## src/rtl/lfc_pkg.sv

```systemverilog
package lfc_pkg;

  localparam int XW    = 16;
  localparam int FITW  = 32;
  localparam int CHIW  = 40;
  localparam int STW   = 2;
  localparam int PTW   = 4 * XW;
  localparam int ALUW  = 128;

  localparam logic [STW-1:0] ST_OK         = 2'd0;
  localparam logic [STW-1:0] ST_DEGEN      = 2'd1;
  localparam logic [STW-1:0] ST_ZERO_SIGMA = 2'd2;
  localparam logic [STW-1:0] ST_SAT        = 2'd3;

  localparam logic [CHIW-1:0] CHI_MAX = {CHIW{1'b1}};
  localparam logic [FITW-1:0] S32_MAX = 32'h7FFF_FFFF;
  localparam logic [FITW-1:0] S32_MIN = 32'h8000_0000;
  localparam int              MIN_FIT_POINTS = 3;

  // datapath operations, one per controller step
  typedef enum logic [4:0] {
    OP_NONE,
    OP_M_NSXX,
    OP_M_SXSX,
    OP_DENOM,
    OP_M_NSXY,
    OP_M_SXSY,
    OP_D_SLOPE,
    OP_SLOPE,
    OP_D_ICPT,
    OP_ICPT,
    OP_RD,
    OP_PX,
    OP_M_RES,
    OP_M_SIG,
    OP_D_CHI,
    OP_ACC,
    OP_D_DOF,
    OP_FIN,
    OP_FDEG
  } lfc_op_t;

  typedef struct packed {
    logic    accept;
    lfc_op_t op;
  } lfc_cmd_t;

  typedef struct packed {
    logic alu_done;
    logic degen;
    logic last_pt;
    logic out_free;
  } lfc_stat_t;

endpackage

```

## src/rtl/lfc_ctrl.sv

```systemverilog
module lfc_ctrl (
  input  logic               clk,
  input  logic               rst_n,
  input  logic               in_valid,
  input  logic               in_last_point,
  input  lfc_pkg::lfc_stat_t stat,
  output logic               in_stall,
  output lfc_pkg::lfc_cmd_t  cmd
);
  import lfc_pkg::*;

  typedef enum logic [4:0] {
    S_IDLE,
    S_WAIT,
    S_MNSXX,
    S_MSXSX,
    S_DENOM,
    S_CHK,
    S_MNSXY,
    S_MSXSY,
    S_DSLOPE,
    S_SLOPE,
    S_DICPT,
    S_ICPT,
    S_RD,
    S_PX,
    S_MRES,
    S_MSIG,
    S_DCHI,
    S_ACC,
    S_DDOF,
    S_FIN,
    S_FDEG
  } state_t;

  state_t state_r, state_nxt;
  state_t ret_r, ret_nxt;

  always_comb begin
    state_nxt  = state_r;
    ret_nxt    = ret_r;
    cmd.accept = 1'b0;
    cmd.op     = OP_NONE;
    unique case (state_r)
      S_IDLE: begin
        cmd.accept = in_valid;
        if (in_valid && in_last_point) state_nxt = S_MNSXX;
      end
      S_WAIT: begin
        if (stat.alu_done) state_nxt = ret_r;
      end
      S_MNSXX: begin
        cmd.op = OP_M_NSXX; state_nxt = S_WAIT; ret_nxt = S_MSXSX;
      end
      S_MSXSX: begin
        cmd.op = OP_M_SXSX; state_nxt = S_WAIT; ret_nxt = S_DENOM;
      end
      S_DENOM: begin
        cmd.op = OP_DENOM; state_nxt = S_CHK;
      end
      S_CHK: begin
        state_nxt = stat.degen ? S_FDEG : S_MNSXY;
      end
      S_MNSXY: begin
        cmd.op = OP_M_NSXY; state_nxt = S_WAIT; ret_nxt = S_MSXSY;
      end
      S_MSXSY: begin
        cmd.op = OP_M_SXSY; state_nxt = S_WAIT; ret_nxt = S_DSLOPE;
      end
      S_DSLOPE: begin
        cmd.op = OP_D_SLOPE; state_nxt = S_WAIT; ret_nxt = S_SLOPE;
      end
      S_SLOPE: begin
        cmd.op = OP_SLOPE; state_nxt = S_WAIT; ret_nxt = S_DICPT;
      end
      S_DICPT: begin
        cmd.op = OP_D_ICPT; state_nxt = S_WAIT; ret_nxt = S_ICPT;
      end
      S_ICPT: begin
        cmd.op = OP_ICPT; state_nxt = S_RD;
      end
      S_RD: begin
        cmd.op = OP_RD; state_nxt = S_PX;
      end
      S_PX: begin
        cmd.op = OP_PX; state_nxt = S_MRES;
      end
      S_MRES: begin
        cmd.op = OP_M_RES; state_nxt = S_WAIT; ret_nxt = S_MSIG;
      end
      S_MSIG: begin
        cmd.op = OP_M_SIG; state_nxt = S_WAIT; ret_nxt = S_DCHI;
      end
      S_DCHI: begin
        cmd.op = OP_D_CHI; state_nxt = S_WAIT; ret_nxt = S_ACC;
      end
      S_ACC: begin
        cmd.op    = OP_ACC;
        state_nxt = stat.last_pt ? S_DDOF : S_RD;
      end
      S_DDOF: begin
        cmd.op = OP_D_DOF; state_nxt = S_WAIT; ret_nxt = S_FIN;
      end
      S_FIN: begin
        // hold until the result register can take the new beat
        if (stat.out_free) begin
          cmd.op = OP_FIN; state_nxt = S_IDLE;
        end
      end
      S_FDEG: begin
        if (stat.out_free) begin
          cmd.op = OP_FDEG; state_nxt = S_IDLE;
        end
      end
      default: state_nxt = S_IDLE;
    endcase
  end

  always_ff @(posedge clk) begin
    if (!rst_n) begin
      state_r <= S_IDLE;
      ret_r   <= S_IDLE;
    end else begin
      state_r <= state_nxt;
      ret_r   <= ret_nxt;
    end
  end

  assign in_stall = (state_r != S_IDLE);

endmodule

```

## config.mk

```make
export PLATFORM = sky130hd
export DESIGN_NAME = lfc_ctrl
export DESIGN_NICKNAME = d
export VERILOG_FILES = /design/src/rtl/lfc_pkg.sv /design/src/rtl/lfc_ctrl.sv
export SDC_FILE = /design/constraint.sdc
export NUM_CORES = 1
export LEC_CHECK = 0
export ABC_AREA = 1
export BUFFER_PORTS_ARGS = -buffer_cell sky130_fd_sc_hd__buf_2
export CORE_AREA = 3 3 53 55
export CTS_CLUSTER_SIZE = 16
export DETAILED_ROUTE_END_ITERATION = 10
export DIE_AREA = 0 0 56 58
export HOLD_SLACK_MARGIN = 0.08
export PLACE_DENSITY = 0.57
export SLEW_MARGIN = 20
export SYNTH_ARGS = -nofsm -noshare
export SYNTH_HDL_FRONTEND = slang
export SYNTH_SLANG_ARGS = --single-unit
```

## constraint.sdc

```tcl
create_clock -name clk -period 1.23 [get_ports clk]
set_input_delay 0.0615 -clock clk [delete_from_list [all_inputs] [get_ports clk]]
set_output_delay 0.0615 -clock clk [all_outputs]
set_load 0.02 [all_outputs]
```

==> results.py <==
metrics = {
    "route": {
        "drc_errors": 0,
        "drt_iter0_drc": 48,
        "drt_wl_total_mm": 3.62,
        "final_antenna_net_count": 0,
        "routedWlPerCell_microns": 14.5,
        "vias": 1300,
        "via_per_inst": 5.22,
        "dr.pass1.iters": 4,
    },
    "clock_tree": {
        "cts_tree": "yes",
        "clk_path_buf_depth": 2,
        "clk_latency_ns": 0.26,
        "clk_pin_slew_ns": 0.07,
        "root_buffer": "clkbuf_4",
        "h-tree-depth": 1,
        "cts_buffers": 3,
        "cts_sinks": 10,
    },
    "power": {
        "power_mw": 2.06,
        "powerDensity_mw_per_mm2": 1230,
        "p_leak_nw": 0.850,
        "ir_drop_mv": 0.875,
    },
    "setup_path": {
        "reg2reg_depth": 10,
        "worst-path-buf-inv": 3,
        "r2r_slack_ns": -0.30,
        "critPathCaptureType": "output port",
        "crit_chain": "nor2_4 -> inv_4 -> nor2_4 -> nand2_2 -> nor2_1 -> inv_1 -> nand4_1 -> buf_6",
        "rr_startpoint": "state_r[3]$_SDFFE_PN0P_",
        "cpMostUsedCell": "nor2_4",
        "crit_arrival_ns": 1.55,
        "crit_type": "flip-flop to output port",
        "crit_slowest_cell": "dfxtp_4",
        "worstPathMaxFanout": 5,
        "cp-start-kind": "flip-flop",
        "critical_path.max_stage_delay_ns": 0.38,
        "worst_path_dominant_cell_family": "simple AND/OR/NAND/NOR gates",
        "required_ns": 1.17,
        "rr_endpoint": "state_r[2]$_SDFFE_PN0P_",
    },
    "global_routing": {
        "grt_pass1_vias": 1292,
        "grt_max_degree": 9,
        "grtUsageTotal_pct": 22.8,
        "grt_pass1_wl_mm": 5.84,
        "grt.overflow.total": 0,
        "antenna_found_initial": 0,
    },
    "hold_path": {
        "worstHoldPathType": "input port to flip-flop",
        "hold_end": "state_r[4]$_SDFFE_PN0P_",
        "hp-start": "stat[2]",
        "hold_path_depth": 5,
    },
    "sta": {
        "slew_headroom_pct": 76.4,
        "layout_setup_ws_ns": -0.377,
        "report.final.slew_viol_count": 0,
        "hold_slack_ns": 0.177,
        "period_share_pct": 131,
        "setup_violations": 17,
        "hold_viol_final": 0,
        "period_minus_slack_ns": 1.61,
        "rsz0062_at_grt": "true",
        "setup_tns_ns": -4.23,
        "tightest_slew_ns": 0.353,
        "skew_ns": 0.00119,
        "fmax_ghz": 0.622,
    },
    "placement": {
        "dp_slack_ns": -0.204,
        "gp_congestion": 0.939,
        "port-buffer-count": 14,
        "dp.cells": 233,
        "dp_hpwl_mm": 2.49,
        "post_dp_cell_area_sq_mm": 0.00129,
    },
    "floorplan": {
        "ios": 15,
        "rows": 18,
        "die_height_microns": 58,
        "core_region_area_sq_mm": 0.00243,
        "die_area_sq_mm": 0.00325,
        "initial_core_util_pct": 38.9,
        "die_x_microns": 56,
    },
    "outcome": {
        "violations": "negative setup slack",
        "status": "finished, violations left",
    },
    "synth": {
        "synth-seq-cells": 10,
        "ys_seq_area_share_pct": 21.1,
        "synth.avg_cell_area_sq_um": 5.88,
        "ys_warn_count": 0,
        "ys_types": 23,
        "netlist_area_sq_um": 947,
        "syn_nets": 169,
        "synth_cells": 161,
    },
    "finish": {
        "final_common_cell": "buf_4",
        "n_antenna_cell": 0,
        "stdcell_count": 249,
        "final_cell_mix": "buf_4 (41), nand2_1 (26), inv_1 (18)",
        "drive_above_1_share_pct": 62.1,
        "final_util_pct": 69.0,
        "nets": 228,
        "nFillCells": 204,
        "area_delta_synth_final_pct": 77.3,
        "final_cell_area_sq_mm": 0.00168,
    },
    "flow_run": {
        "max_cap_violations": 0,
    },
}
-- timing repair --
action                                  CTS  global route
hold endpoints to repair                  2             0
gates resized for setup                  35            38
endpoints found under the setup margin   17            17
setup buffers                             7             5
pin swaps                                13            16
hold buffers                              1             0
-- worst register-to-register path, stage by stage, from the launching register on --
cell and delay, ns:
dfxtp_4 0.38, nor2_4 0.20, inv_4 0.08, nor2_4 0.14, nand2_2 0.08, buf_4 0.14
nand2_4 0.08, nand2_4 0.06, nand3_4 0.10, nand2_2 0.06, a21oi_2 0.13
-- sequential cells by signal, indices dropped and copies added, names as in the netlist --
signal / cells
ret_r: 5
state_r: 5
-- final cells by class --
type	instances	area (sq um)	share of cell area, %
inverter	28	116	6.93
sequential	10	219	13.0
multi-input combinational	121	845	50.3
clock buffer	4	36.3	2.16
tap	30	37.5	2.24
timing repair buffer	56	425	25.3
-- cell usage after synthesis --
master	count	share of area, %
dfxtp_1	10	21
nand2_2	9	5.9
nor2_4	4	4.8
buf_6	1	1.2
nor3_1	2	1.1
nand2_1	39	15
o2111ai_1	1	0.92
a21oi_1	11	5.8
a211oi_1	2	1.6
inv_2	4	1.6
a22oi_1	1	0.79
buf_2	1	0.53
nand3_1	15	7.9
nand4_1	4	2.6
nor2_1	15	5.9
o21ai_2	1	0.92
clkinv_2	1	0.53
o21ai_0	1	0.53
o21ai_1	3	1.6
inv_1	23	9.1
a21oi_2	1	0.92
nand3_2	3	3.2
nor2_2	9	5.9
-- how the worst max path moves through the flow --
stage / slack, ns / depth (start not counted) / startpoint / end
global placement: -0.17 / 7 / state_r[2]$_SDFFE_PN0P_ / cmd[2]
finish: -0.38 / 8 / state_r[3]$_SDFFE_PN0P_ / cmd[0]
CTS: -0.30 / 8 / state_r[1]$_SDFFE_PN0P_ / cmd[0]
global route: -0.44 / 8 / state_r[2]$_SDFFE_PN0P_ / cmd[2]
detailed placement: -0.20 / 7 / state_r[2]$_SDFFE_PN0P_ / cmd[2]
floorplan: -0.02 / 6 / state_r[4]$_SDFFE_PN0P_ / cmd[1]
-- layer usage --
metal  share of wire, %  global-route usage [%]
met1                 43                    26.0
met2                 49                    40.4
met3                4.7                    6.24
met4                2.8                    9.49
met5                  0                       0
-- cells by family (layout without fill, tap and decap cells) --
logic type	after synthesis	after routing	share of synthesized area (%)
AND/OR/NAND/NOR	100	100	52.8
buffers and inverters	30	88	12.9
AO/OA/AOI/OAI	21	21	13.1
flip-flops	10	10	21.1
-- power by group --
| part | total (mW) | switching [mW] | internal, mW |
|---|---|---|---|
| clock network | 0.303 | 0.123 | 0.180 |
| logic | 1.26 | 0.719 | 0.543 |
| registers | 0.493 | 0.109 | 0.384 |
Power figures use the tool's default switching activity.
